===== config.mk =====
export PLATFORM = sky130hd
export DESIGN_NAME = bba_controller
export DESIGN_NICKNAME = d
export VERILOG_FILES = /design/src/hdl/bba_pkg.sv /design/src/hdl/bba_controller.sv
export SDC_FILE = /design/constraint.sdc
export NUM_CORES = 1
export LEC_CHECK = 0
export ABC_AREA = 0
export BUFFER_PORTS_ARGS = -buffer_cell sky130_fd_sc_hd__buf_4
export CORE_MARGIN = 2
export CORE_UTILIZATION = 40
export DETAILED_ROUTE_END_ITERATION = 7
export PLACE_DENSITY_LB_ADDON = 0.08
export SKIP_LAST_GASP = 1
export SYNTH_ARGS = -nofsm -noshare
export SYNTH_HDL_FRONTEND = slang
export SYNTH_SLANG_ARGS = --single-unit

===== constraint.sdc =====
create_clock -name clk -period 5 [get_ports clk]
set_input_delay 1 -clock clk [delete_from_list [all_inputs] [get_ports clk]]
set_output_delay 1 -clock clk [all_outputs]
set_load 0.01 [all_outputs]

===== src/hdl/bba_pkg.sv =====
// Package for the buddy block allocator: sizes, codes, command and status types.
package bba_pkg;

  localparam int TOP_ORDER    = 10;
  localparam int UNIT_BYTES   = 16;
  localparam int HEADER_BYTES = 8;

  localparam int NUNITS  = 1 << TOP_ORDER;
  localparam int IDX_W   = 10;
  localparam int LINK_W  = 11;
  localparam int ORD_W   = 4;
  localparam int REQ_W   = 16;
  localparam int TOT_W   = 17;
  localparam int BYTES_W = 15;
  localparam int LIVE_W  = 11;
  localparam int STAT_W  = 3;

  localparam logic [BYTES_W-1:0] BYTES_MAX = '1;
  localparam logic [LIVE_W-1:0]  LIVE_MAX  = '1;

  localparam logic [STAT_W-1:0] ST_OK        = 3'd0;
  localparam logic [STAT_W-1:0] ST_ZERO      = 3'd1;
  localparam logic [STAT_W-1:0] ST_TOO_LARGE = 3'd2;
  localparam logic [STAT_W-1:0] ST_NO_MEM    = 3'd3;
  localparam logic [STAT_W-1:0] ST_FREED     = 3'd4;

  typedef enum logic [4:0] {
    OP_NOP,
    OP_CLEAR,
    OP_LOAD,
    OP_DECODE,
    OP_SEARCH_INC,
    OP_SPLIT_SET,
    OP_UL_READ,
    OP_UL_APPLY,
    OP_PLO_SET,
    OP_PHI_SET,
    OP_PS0,
    OP_PS1,
    OP_CUR_DEC,
    OP_GNT_SET,
    OP_GNT_FIN,
    OP_FCHK,
    OP_MRD,
    OP_MMERGE,
    OP_FPUSH_SET,
    OP_FREE_FIN,
    OP_FIN_ERR
  } op_t;

  typedef struct packed {
    op_t               op;
    logic [STAT_W-1:0] stat;
  } cmd_t;

  typedef struct packed {
    logic is_free;
    logic req_zero;
    logic too_large;
    logic cur_over;
    logic head_empty;
    logic cur_gt_ord;
    logic hdr_free;
    logic ord_top;
    logic bud_match;
    logic clr_done;
  } sts_t;

  // A link holds index plus one; zero means no neighbor.
  function automatic logic [IDX_W-1:0] link_to_idx(logic [LINK_W-1:0] l);
    logic [LINK_W-1:0] d;
    d = l - 1'b1;
    return d[IDX_W-1:0];
  endfunction

  function automatic logic [LINK_W-1:0] idx_to_link(logic [IDX_W-1:0] i);
    return {1'b0, i} + 1'b1;
  endfunction

  function automatic logic [BYTES_W-1:0] blk_bytes(logic [ORD_W-1:0] o);
    return BYTES_W'(UNIT_BYTES) << o;
  endfunction

endpackage


===== src/hdl/bba_controller.sv =====
// Controller state machine of the buddy block allocator.
module bba_controller (
  input  logic          clk,
  input  logic          rst_n,
  input  logic          start,
  input  bba_pkg::sts_t sts,
  output bba_pkg::cmd_t cmd,
  output logic          busy,
  output logic          out_strobe
);
  import bba_pkg::*;

  localparam logic [4:0] S_CLEAR = 5'd0;
  localparam logic [4:0] S_IDLE  = 5'd1;
  localparam logic [4:0] S_DISP  = 5'd2;
  localparam logic [4:0] S_DEC   = 5'd3;
  localparam logic [4:0] S_SRCH  = 5'd4;
  localparam logic [4:0] S_UL0   = 5'd5;
  localparam logic [4:0] S_UL1   = 5'd6;
  localparam logic [4:0] S_SPLO  = 5'd7;
  localparam logic [4:0] S_SPHI  = 5'd8;
  localparam logic [4:0] S_PS0   = 5'd9;
  localparam logic [4:0] S_PS1   = 5'd10;
  localparam logic [4:0] S_SDEC  = 5'd11;
  localparam logic [4:0] S_GFIN  = 5'd12;
  localparam logic [4:0] S_FRD   = 5'd13;
  localparam logic [4:0] S_FCHK  = 5'd14;
  localparam logic [4:0] S_MCHK  = 5'd15;
  localparam logic [4:0] S_MCMP  = 5'd16;
  localparam logic [4:0] S_MMRG  = 5'd17;
  localparam logic [4:0] S_FFIN  = 5'd18;
  localparam logic [4:0] S_ERR   = 5'd19;
  localparam logic [4:0] S_DONE  = 5'd20;

  logic [4:0]        state_r, state_nxt, ret_r, ret_nxt;
  logic [STAT_W-1:0] err_r, err_nxt;

  always_comb begin
    state_nxt = state_r;
    ret_nxt   = ret_r;
    err_nxt   = err_r;
    cmd.op    = OP_NOP;
    cmd.stat  = err_r;
    unique case (state_r)
      S_CLEAR: begin
        cmd.op = OP_CLEAR;
        if (sts.clr_done) state_nxt = S_IDLE;
      end
      S_IDLE: begin
        if (start) begin
          cmd.op    = OP_LOAD;
          state_nxt = S_DISP;
        end
      end
      S_DISP: state_nxt = sts.is_free ? S_FRD : S_DEC;
      S_DEC: begin
        cmd.op = OP_DECODE;
        if (sts.req_zero) begin
          err_nxt = ST_ZERO;   state_nxt = S_ERR;
        end else if (sts.too_large) begin
          err_nxt = ST_TOO_LARGE; state_nxt = S_ERR;
        end else begin
          state_nxt = S_SRCH;
        end
      end
      S_SRCH: begin
        if (sts.cur_over) begin
          err_nxt = ST_NO_MEM; state_nxt = S_ERR;
        end else if (sts.head_empty) begin
          cmd.op = OP_SEARCH_INC;
        end else if (sts.cur_gt_ord) begin
          cmd.op = OP_SPLIT_SET; ret_nxt = S_SPLO; state_nxt = S_UL0;
        end else begin
          cmd.op = OP_GNT_SET; ret_nxt = S_GFIN; state_nxt = S_UL0;
        end
      end
      S_UL0: begin
        cmd.op = OP_UL_READ; state_nxt = S_UL1;
      end
      S_UL1: begin
        cmd.op = OP_UL_APPLY; state_nxt = ret_r;
      end
      S_SPLO: begin
        cmd.op = OP_PLO_SET; ret_nxt = S_SPHI; state_nxt = S_PS0;
      end
      S_SPHI: begin
        cmd.op = OP_PHI_SET; ret_nxt = S_SDEC; state_nxt = S_PS0;
      end
      S_PS0: begin
        cmd.op = OP_PS0; state_nxt = S_PS1;
      end
      S_PS1: begin
        cmd.op = OP_PS1; state_nxt = ret_r;
      end
      S_SDEC: begin
        cmd.op = OP_CUR_DEC; state_nxt = S_SRCH;
      end
      S_GFIN: begin
        cmd.op = OP_GNT_FIN; state_nxt = S_DONE;
      end
      S_FRD: state_nxt = S_FCHK;
      S_FCHK: begin
        if (sts.hdr_free) begin
          err_nxt = ST_FREED; state_nxt = S_ERR;
        end else begin
          cmd.op = OP_FCHK; state_nxt = S_MCHK;
        end
      end
      S_MCHK: begin
        if (sts.ord_top) begin
          cmd.op = OP_FPUSH_SET; ret_nxt = S_FFIN; state_nxt = S_PS0;
        end else begin
          cmd.op = OP_MRD; state_nxt = S_MCMP;
        end
      end
      S_MCMP: begin
        if (sts.bud_match) begin
          ret_nxt = S_MMRG; state_nxt = S_UL0;
        end else begin
          cmd.op = OP_FPUSH_SET; ret_nxt = S_FFIN; state_nxt = S_PS0;
        end
      end
      S_MMRG: begin
        cmd.op = OP_MMERGE; state_nxt = S_MCHK;
      end
      S_FFIN: begin
        cmd.op = OP_FREE_FIN; state_nxt = S_DONE;
      end
      S_ERR: begin
        cmd.op = OP_FIN_ERR; state_nxt = S_DONE;
      end
      S_DONE: state_nxt = S_IDLE;
      default: state_nxt = S_IDLE;
    endcase
  end

  always_ff @(posedge clk) begin
    if (!rst_n) begin
      state_r <= S_CLEAR;
      ret_r   <= S_IDLE;
      err_r   <= ST_OK;
    end else begin
      state_r <= state_nxt;
      ret_r   <= ret_nxt;
      err_r   <= err_nxt;
    end
  end

  assign busy       = (state_r != S_IDLE);
  assign out_strobe = (state_r == S_DONE);

  a_accept_busy: assert property (@(posedge clk) disable iff (!rst_n)
    (start && !busy) |=> busy) else $error("request accepted but block not busy");
  a_strobe_single: assert property (@(posedge clk) disable iff (!rst_n)
    out_strobe |=> !out_strobe) else $error("result strobe longer than one cycle");
  a_strobe_idle: assert property (@(posedge clk) disable iff (!rst_n)
    out_strobe |=> !busy) else $error("block not idle after result");
  a_no_strobe_clear: assert property (@(posedge clk) disable iff (!rst_n)
    (state_r == S_CLEAR) |-> !out_strobe) else $error("result during clearing pass");

endmodule


==> results of run 1 <==
-- worst min-delay path by stage --
stage             start        to  cells past startpoint
6_report       ret_r[2]  ret_r[2]                      2
5_1_grt        ret_r[1]  ret_r[1]                      2
4_1_cts        ret_r[2]  ret_r[2]                      2
3_5_place_dp   ret_r[2]  ret_r[2]                      2
3_3_place_gp   ret_r[2]  ret_r[2]                      2
2_1_floorplan  ret_r[2]  ret_r[2]                      2
-- cells in the mapped netlist (3+ instances only) --
master    number  area [µm²]
inv_1          6        22.5
a31oi_1        6        37.5
dfxtp_1       13         260
o211ai_1       5        37.5
buf_2         11        55.1
nand3_1        4        20.0
or2_2          3        18.8
o31a_1         4        35.0
mux2i_1        3        30.0
a211o_1        4        35.0
nor2_1        17        63.8
nand2_1       10        37.5
clkbuf_1       3        11.3
a21oi_1       13        65.1
nand2b_1       6        37.5
a22oi_1        4        30.0
nor3_1         4        20.0
o21ai_0       15        75.1
nor2b_1        6        37.5
-- per-layer routing --
layer	up-vias	part of all wire (%)	track usage [%]
met2	67	49	35.9
met1	735	42	30.4
met5	-	0	0
li1	760	-	-
met3	5	8.0	1.96
met4	0	1.1	5.71
-- layout by cell type, fill, tap and decap left out, types with 4 or more instances in the layout --
cell       n
a211o_1    4
a21oi_1   13
a22oi_1    4
a31oi_1    6
buf_4     26
dfxtp_1   13
inv_1      6
nand2_1   10
nand2b_1   6
nand3_1    4
nor2_1    17
nor2b_1    6
nor3_1     4
o211ai_1   5
o21ai_0   15
o31a_1     4
-- power groups by stage --
stage               combinational (mW)  sequential, mW  clock (mW)
detailed placement               0.152           0.129           0
finish                           0.154           0.127      0.0676
global route                     0.168           0.129      0.0744
floorplan                        0.120           0.118           0
global placement                 0.150           0.128           0
CTS                              0.153           0.126      0.0690
-- layout make-up --
type | instances | area (µm²) | share of cell area [%]
sequential | 13 | 260 | 16.1
multi-input combinational | 156 | 1050 | 65.1
timing repair buffer | 26 | 195 | 12.1
tap | 46 | 57.6 | 3.57
inverter | 6 | 22.5 | 1.40
clock buffer | 4 | 26.3 | 1.63
-- per-stage QoR --
step / utilization [%] / setup slack [ps] / power (mW) / instances
after floorplan: - / 2100 / 0.238 / 192
after global placement: 47.1 / 1920 / 0.278 / 247
after detailed placement: 47.1 / 1890 / 0.281 / 247
after CTS: 47.9 / 1630 / 0.348 / 251
after global routing: 47.9 / 1490 / 0.371 / 251
final: 47.9 / 1620 / 0.348 / 251
-- state kept, by name, summed over array words and instances (netlist names) --
register,count
ret_r,5
err_r,3
state_r,5
-- cells by family (layout without fill, tap and decap cells) --
kind of cell    count (synthesis)  count (layout)  synth area share [%]
mux                             4               4                  2.90
xor+xnor                        4               4                  2.47
compound gates                 80              80                  41.6
fa+ha+maj                       1               1                 0.704
buf+inv                        23              36                  7.83
flops                          13              13                  18.3
simple gates                   67              67                  26.1
-- critical path, cell delays in order, from the launching register on --
cell and delay, ps:
dfxtp_1 470, buf_4 270, or2_1 330, or4_4 550, o21ai_0 100, a31oi_1 50
o21ai_0 150, buf_4 160
==> flow_metrics.env, run 1 <==
export IMPL_die_area_mm2=0.00405
export IMPL_power_frac_seq_pct=36.4
export IMPL_rsz0062_at_grt="no"
export IMPL_reg2reg_to="err_r[1]"
export IMPL_finalHoldViolCount=0
export IMPL_first_iter_violations=163
export IMPL_intPower_uw=209
export IMPL_status="completed"
export IMPL_ys_ff_latch=13
export IMPL_start_util_pct=42.3
export IMPL_synthDistinctLibCells=64
export IMPL_cts_resized=0
export IMPL_rows=21
export IMPL_ios=23
export IMPL_worstSetupEndpoint="cmd[5]"
export IMPL_first_pass_iters=5
export IMPL_ant_nets=0
export IMPL_period_needed_ps=3380
export IMPL_clockBufferDepth=2
export IMPL_max_freq_mhz=296
export IMPL_grt_pass1_wl_mm=6.98
export IMPL_power_switching_uw=140
export IMPL_setup_viol=0
export IMPL_fin_crit_sh_pct=67.6
export IMPL_totalNegativeSetupSlack_ps=0
export IMPL_synth_edff_count=0
export IMPL_dp_final_hpwl_mm=3.20
export IMPL_grt_pass1_vias=1369
export IMPL_syn_nets=205
export IMPL_r2r_slack_ps=2580
export IMPL_fillers=354
export IMPL_avgSynthCellArea_um2=7.40
export IMPL_crit_arrival_ps=2380
export IMPL_area_growth_synth_to_final_pct=13.4
export IMPL_combPwrFrac_pct=44.2
export IMPL_syn_cell_area_mm2=0.00142
export IMPL_grtUsageTotal_pct=21.8
export IMPL_die_w_um=63.6
export IMPL_fin_nets=219
export IMPL_port_buffers=22
export IMPL_pwr_share_clk_pct=19.4
export IMPL_postCtsHoldBufs=0
export IMPL_die_h_um=63.6
export IMPL_dpl_cell_area_mm2=0.00159
export IMPL_crit_start="state_r[0]"
export IMPL_routedWlPerCell_um=17.3
export IMPL_cp_max_fo=19
export IMPL_report_final_slew_viol_count=0
export IMPL_clkLatencyLatePin_ps=290
export IMPL_path_clk_slew_ps=80
export IMPL_fin_area_mm2=0.00161
export IMPL_p_per_area_mw_per_mm2=216
export IMPL_cts_htree_levels=1
export IMPL_gp_congestion=0.924
export IMPL_hp_class="reg -> reg"
export IMPL_cts_tree="done"
export IMPL_cts_sinks=13
export IMPL_cts_root_buf="clkbuf_4"
export IMPL_critPathRequiredTime_ps=4000
export IMPL_worstSetupEndpointType="output pin"
export IMPL_hold_slack_ps=474
export IMPL_wirelength_mm=4.34
export IMPL_ys_flop_type="dfxtp_1"
export IMPL_synthCells=192
export IMPL_p_sw_share_pct=40.1
export IMPL_ys_seq_area_share_pct=18.3
export IMPL_critPathLaunchType="register"
export IMPL_reg2reg_depth=5
export IMPL_drive_above_1_share_pct=19.5
export IMPL_overflow=0
export IMPL_vdd_drop_max_uv=150
export IMPL_diodes=0
export IMPL_rr_startpoint="state_r[1]"
export IMPL_cts_setup_buffers=0
export IMPL_synthArstFlopShare_pct=0
export IMPL_antenna_found_initial=0
export IMPL_via_count=1567
export IMPL_via_per_inst=6.24
export IMPL_drv_max_cap_violation_count=0
export IMPL_path_class="reg -> out"
export IMPL_worstMarginPinSlew_ps=940
export IMPL_drc=0
export IMPL_final_setup_skew_ps=8.84
export IMPL_p_leak_nw=0.602
export IMPL_coreArea_mm2=0.00336
export IMPL_slew_headroom_pct=37.3
export IMPL_grt_max_degree=34
export IMPL_ys_warn_count=0
export IMPL_numCtsBuffers=3
No activity file was read; power rests on OpenSTA's default activity.
==> run 2: changes to the inputs <==
Settings changed: ABC_AREA 0 to 1.
Clock period 5 ns to 3.1 ns, I/O delays scaled along.
==> run 2 against run 1 <==
- sequential share of layout area grew 2.9 points
- combinational power grew to 4.5 times the previous value
- global-route usage grew 1.3 points
- largest cell class unchanged
- clock skew shrank 4.3 ps
- routed wire length shrank 14%
- clock power grew 63%
- via count shrank 8.6%
- critical path depth shrank 1
- count of clock-buffer cells in the layout is the same
- synthesized cell count grew 6.3%
- first-iteration DRC count shrank 57%
==> flow_metrics.env, run 2 <==
export IMPL_status="completed"
export IMPL_critPathRequiredTime_ps=2480
export IMPL_reg2reg_depth=9
export IMPL_yosys_top_cells_count="51 x nand2_1, 41 x nor2_1, 23 x inv_1"
export IMPL_fin_crit_sh_pct=81.0
export IMPL_die_h_um=57.3
export IMPL_postCtsHoldBufs=0
export IMPL_p_per_area_mw_per_mm2=797
export IMPL_reg2reg_to="ret_r[3]"
export IMPL_ys_seq_area_share_pct=22.9
export IMPL_grtUsageTotal_pct=23.1
export IMPL_path_clk_slew_ps=90
export IMPL_setup_viol=0
export IMPL_totalNegativeSetupSlack_ps=0
export IMPL_cp_max_fo=7
export IMPL_rsz0062_at_grt="no"
export IMPL_layout_commonest_cell="nand2_1"
export IMPL_grt_max_degree=8
export IMPL_cts_htree_levels=1
export IMPL_clkLatencyLatePin_ps=280
export IMPL_worstSetupEndpointType="output pin"
export IMPL_ant_nets=0
export IMPL_rows=19
export IMPL_cts_resized=0
export IMPL_wirelength_mm=3.73
export IMPL_final_setup_skew_ps=4.55
export IMPL_yosysTopAreaCell="dfxtp_1"
export IMPL_cts_root_buf="clkbuf_4"
export IMPL_drv_max_cap_violation_count=0
export IMPL_drc=0
export IMPL_slowest_delay_ps=390
export IMPL_coreArea_mm2=0.00273
export IMPL_dpl_cell_area_mm2=0.00134
export IMPL_vdd_drop_max_uv=464
export IMPL_synthCells=204
export IMPL_synthArstFlopShare_pct=0
export IMPL_fin_area_mm2=0.00137
export IMPL_cp_common_cell="nor2_4"
export IMPL_fillers=307
export IMPL_via_per_inst=5.49
export IMPL_report_final_slew_viol_count=0
export IMPL_slew_headroom_pct=65.6
export IMPL_overflow=0
export IMPL_diodes=0
export IMPL_synth_area_leaders="dfxtp_1 23%, nand2_1 17%, nor2_1 14%"
export IMPL_layout_common_cells="51 x nand2_1, 41 x nor2_1, 23 x inv_1"
export IMPL_dp_final_hpwl_mm=3.07
export IMPL_synth_edff_count=0
export IMPL_first_pass_iters=6
export IMPL_period_needed_ps=2510
export IMPL_rr_startpoint="state_r[3]"
export IMPL_numCtsBuffers=3
export IMPL_path_cells="nor2_4, nand2_2, nor2_4, nand2_1, o311ai_0, buf_4"
export IMPL_yosysTopAreaCellShare_pct=22.9
export IMPL_p_leak_nw=0.749
export IMPL_r2r_slack_ps=1410
export IMPL_syn_nets=217
export IMPL_ys_ff_latch=13
export IMPL_critPathLaunchType="register"
export IMPL_max_freq_mhz=398
export IMPL_drive_above_1_share_pct=19.6
export IMPL_hp_class="reg -> reg"
export IMPL_start_util_pct=41.5
export IMPL_holdPathEnd="err_r[2]"
export IMPL_yosysMostFrequentCell="nand2_1"
export IMPL_ys_flop_type="dfxtp_1"
export IMPL_ios=23
export IMPL_cts_tree="done"
export IMPL_via_count=1433
export IMPL_port_buffers=22
export IMPL_fin_nets=244
export IMPL_die_area_mm2=0.00328
export IMPL_gp_congestion=0.938
export IMPL_routedWlPerCell_um=14.3
export IMPL_clockBufferDepth=2
export IMPL_cts_setup_buffers=0
export IMPL_antenna_found_initial=0
export IMPL_top_regs="ret_r: 5 flops, state_r: 5 flops, err_r: 3 flops"
export IMPL_worstMarginPinSlew_ps=511
export IMPL_syn_cell_area_mm2=0.00113
export IMPL_die_w_um=57.3
export IMPL_ys_warn_count=0
export IMPL_crit_arrival_ps=1890
export IMPL_worstHoldPathCells=2
export IMPL_min_from="err_r[2]"
export IMPL_path_class="reg -> out"
export IMPL_grt_pass1_wl_mm=5.82
export IMPL_area_growth_synth_to_final_pct=20.3
export IMPL_crit_start="state_r[0]"
export IMPL_avgSynthCellArea_um2=5.56
export IMPL_first_iter_violations=70
export IMPL_grt_pass1_vias=1322
export IMPL_slowest_stage="dfxtp_1"
export IMPL_cts_sinks=13
export IMPL_finalHoldViolCount=0
export IMPL_synthDistinctLibCells=22
==> run 2: worst max path at each step <==
stage,endpoint,slack [ps],cells past startpoint
final,cmd[6],590,6
after detailed placement,cmd[6],920,6
after global routing,cmd[6],390,6
after CTS,cmd[6],620,6
after floorplan,cmd[6],1060,5
after global placement,cmd[6],900,6
==> run 2: metrics by stage <==
step	std cells	total power, mW	hold slack, ps	setup WS (ps)	utilization (%)
after floorplan	204	0.749	442	1060	-
final	261	1.09	470	588	49.9
after global placement	257	0.972	451	901	49.0
after CTS	261	1.08	470	615	49.9
after detailed placement	257	0.970	458	923	49.0
after global routing	261	1.18	499	389	49.9
==> run 2: layout make-up <==
cell class | instances | area, µm² | area share [%]
multi-input cells | 164 | 773 | 56.6
flip-flops and latches | 13 | 260 | 19.1
repair buffers | 22 | 165 | 12.1
inverters | 27 | 101 | 7.42
well taps | 31 | 38.8 | 2.84
clock buffers | 4 | 26.3 | 1.92
==> run 2: critical path: cells and delay by family, from the launching register on <==
kind,cells,cell delay (ps)
AOI/OAI and AO/OA,1,300
buffers and inverters,1,180
DFF,1,390
and+or+nand+nor,4,730
==> run 2: logic make-up (layout without fill, tap and decap cells) <==
logic type / after synthesis / after routing / share of synthesized area, %
flops: 13 / 13 / 22.9
buf+inv: 27 / 53 / 8.93
simple gates: 134 / 134 / 53.3
compound gates: 30 / 30 / 14.9
==> run 2: report_power, final <==
group | leakage (nW) | switching, mW | internal (mW)
clock network | 0.0150 | 0.0600 | 0.0500
logic | 0.628 | 0.441 | 0.259
registers | 0.106 | 0.0570 | 0.221
total | 0.749 | 0.558 | 0.530
==> run 2: metal layers <==
metal | up-vias | global-route usage (%) | share of wire (%)
li1 | 714 | - | -
met3 | 9 | 2.49 | 6.6
met5 | - | 0 | 0
met2 | 63 | 38.8 | 46
met4 | 0 | 10.6 | 2.3
met1 | 647 | 29.8 | 45
==> run 3: changes to the inputs <==
Settings changed: ABC_AREA 1 to 0.
Clock period 3.1 ns to 2.5 ns, I/O delays scaled along.
==> run 3 against run 2 <==
- setup slack got worse by 430 ps
- non-clock buffer count increased by 10
- design area rose by 22%
- worst hold slack better by 8.3 ps
- register-to-register slack worse by 930 ps
- sequential cell count did not move
- final cell count shrank 1.5%
- power shrank 34%
- routed wire length up 16%
- largest power group unchanged
- highest routed layer unchanged
==> flow_metrics.env, run 3 (synthesis gave the netlist of run 1 again) <==
export IMPL_cp_max_fo=8
export IMPL_period_needed_ps=2350
export IMPL_holdPathEnd="ret_r[2]"
export IMPL_slowest_delay_ps=520
export IMPL_overflow=0
export IMPL_p_sw_share_pct=39.9
export IMPL_r2r_slack_ps=480
export IMPL_layout_common_cells="32 x buf_4, 17 x nor2_1, 15 x o21ai_0"
export IMPL_drc=0
export IMPL_grt_pass1_wl_mm=7.12
export IMPL_die_w_um=63.6
export IMPL_ios=23
export IMPL_critPathLaunchType="register"
export IMPL_totalNegativeSetupSlack_ps=0
export IMPL_worstSetupEndpointType="output pin"
export IMPL_cts_root_buf="clkbuf_4"
export IMPL_die_area_mm2=0.00405
export IMPL_design_power_total_uw=714
export IMPL_min_from="ret_r[2]"
export IMPL_p_per_area_mw_per_mm2=430
export IMPL_regArea_um2=265
export IMPL_via_per_inst=6.23
export IMPL_cp_top_family="simple AND/OR/NAND/NOR gates"
export IMPL_worstMarginPinSlew_ps=427
export IMPL_cts_tree="done"
export IMPL_fin_nets=225
export IMPL_intPower_uw=429
export IMPL_hp_class="reg -> reg"
export IMPL_drv_max_cap_violation_count=0
export IMPL_p_leak_nw=0.635
export IMPL_first_iter_violations=154
export IMPL_drive_above_1_share_pct=23.7
export IMPL_area_growth_synth_to_final_pct=16.9
export IMPL_crit_arrival_ps=1850
export IMPL_cts_sinks=13
export IMPL_fillers=360
export IMPL_via_count=1601
export IMPL_routedWlPerCell_um=16.8
export IMPL_gp_congestion=0.915
export IMPL_pwr_share_clk_pct=18.8
export IMPL_path_cells="or2_1, or4_4, o21ai_0, a31oi_1, o21ai_0, buf_4"
export IMPL_antenna_found_initial=0
export IMPL_clkLatencyLatePin_ps=280
export IMPL_fin_crit_sh_pct=93.9
export IMPL_worstHoldPathCells=2
export IMPL_port_buffers=22
export IMPL_power_frac_seq_pct=35.1
export IMPL_cp_common_cell="o21ai_0"
export IMPL_coreArea_mm2=0.00336
export IMPL_setup_viol=0
export IMPL_rows=21
export IMPL_dp_final_hpwl_mm=3.27
export IMPL_top_regs="ret_r: 5 flops, state_r: 5 flops, err_r: 3 flops"
export IMPL_slowest_stage="or4_4"
export IMPL_numCtsBuffers=3
export IMPL_final_setup_skew_ps=11.4
export IMPL_path_clk_slew_ps=90
export IMPL_max_freq_mhz=426
export IMPL_combPwrFrac_pct=46.0
export IMPL_grt_pass1_vias=1465
export IMPL_power_switching_uw=285
export IMPL_postCtsHoldBufs=0
export IMPL_hold_slack_ps=478
export IMPL_multi_input_area_mm2=0.00105
export IMPL_vdd_drop_max_uv=281
export IMPL_layout_commonest_cell="buf_4"
export IMPL_clockBufferDepth=2
export IMPL_finalHoldViolCount=0
export IMPL_first_pass_iters=5
export IMPL_wirelength_mm=4.32
export IMPL_reg2reg_depth=6
export IMPL_diodes=0
export IMPL_status="completed"
export IMPL_path_class="reg -> out"
export IMPL_cts_htree_levels=1
export IMPL_report_final_slew_viol_count=0
export IMPL_critPathRequiredTime_ps=2000
export IMPL_die_h_um=63.6
export IMPL_cts_setup_buffers=0
export IMPL_start_util_pct=42.3
export IMPL_rr_startpoint="state_r[1]"
export IMPL_reg2reg_to="ret_r[0]"
export IMPL_grtUsageTotal_pct=21.8
export IMPL_grt_max_degree=26
export IMPL_slew_headroom_pct=71.5
export IMPL_rsz0062_at_grt="no"
export IMPL_ant_nets=0
export IMPL_cp_num_buf_inv=1
==> run 3: power by group through the flow <==
stage	combinational (mW)	clock [mW]	sequential (mW)
6_report	0.329	0.135	0.251
5_1_grt	0.359	0.147	0.255
4_1_cts	0.324	0.137	0.249
3_5_place_dp	0.322	0	0.253
3_3_place_gp	0.322	0	0.253
2_1_floorplan	0.239	0	0.236
==> run 3: what timing repair did <==
action                                  CTS  global route
resized for setup                         1             3
pin swaps                                 0             0
endpoints found under the setup margin    1             5
==> run 3: metal layers <==
layer | global-route usage [%] | part of all wire [%] | vias up | wire length, µm
li1 | - | - | 777 | -
met1 | 30.6 | 47 | 744 | 2030
met2 | 35.3 | 45 | 71 | 1950
met3 | 2.68 | 6.4 | 9 | 275
met4 | 5.71 | 1.6 | 0 | 70
met5 | 0 | 0 | - | 0
==> run 3: cell type report <==
type | instances | area share [%]
inverters | 6 | 1.36
multi-input cells | 156 | 63.2
flip-flops and latches | 13 | 16.0
well taps | 46 | 3.46
clock buffers | 4 | 1.58
repair buffers | 32 | 14.5
==> run 3: worst max path at each step <==
stage	endpoint	depth (start not counted)	from	slack (ps)
6_report	cmd[5]	6	state_r[0]	150
5_1_grt	cmd[3]	7	state_r[2]	20
4_1_cts	cmd[3]	7	state_r[2]	60
3_5_place_dp	cmd[3]	6	state_r[1]	310
3_3_place_gp	ret_r[0]	6	state_r[1]	350
2_1_floorplan	cmd[6]	4	state_r[3]	440
==> run 3: worst min-delay path: stages (launching register included) <==
cell and delay (ps):
dfxtp_1 340, inv_1 50, a21oi_1 50
==> run 3: stage by stage <==
step	util (%)	setup WS [ps]	instance area [µm²]	std cells
floorplan	-	443	1420	192
global placement	48.5	348	1630	253
detailed placement	48.5	314	1630	253
CTS	49.3	58.2	1660	257
global route	49.4	16.5	1660	257
finish	49.4	154	1660	257
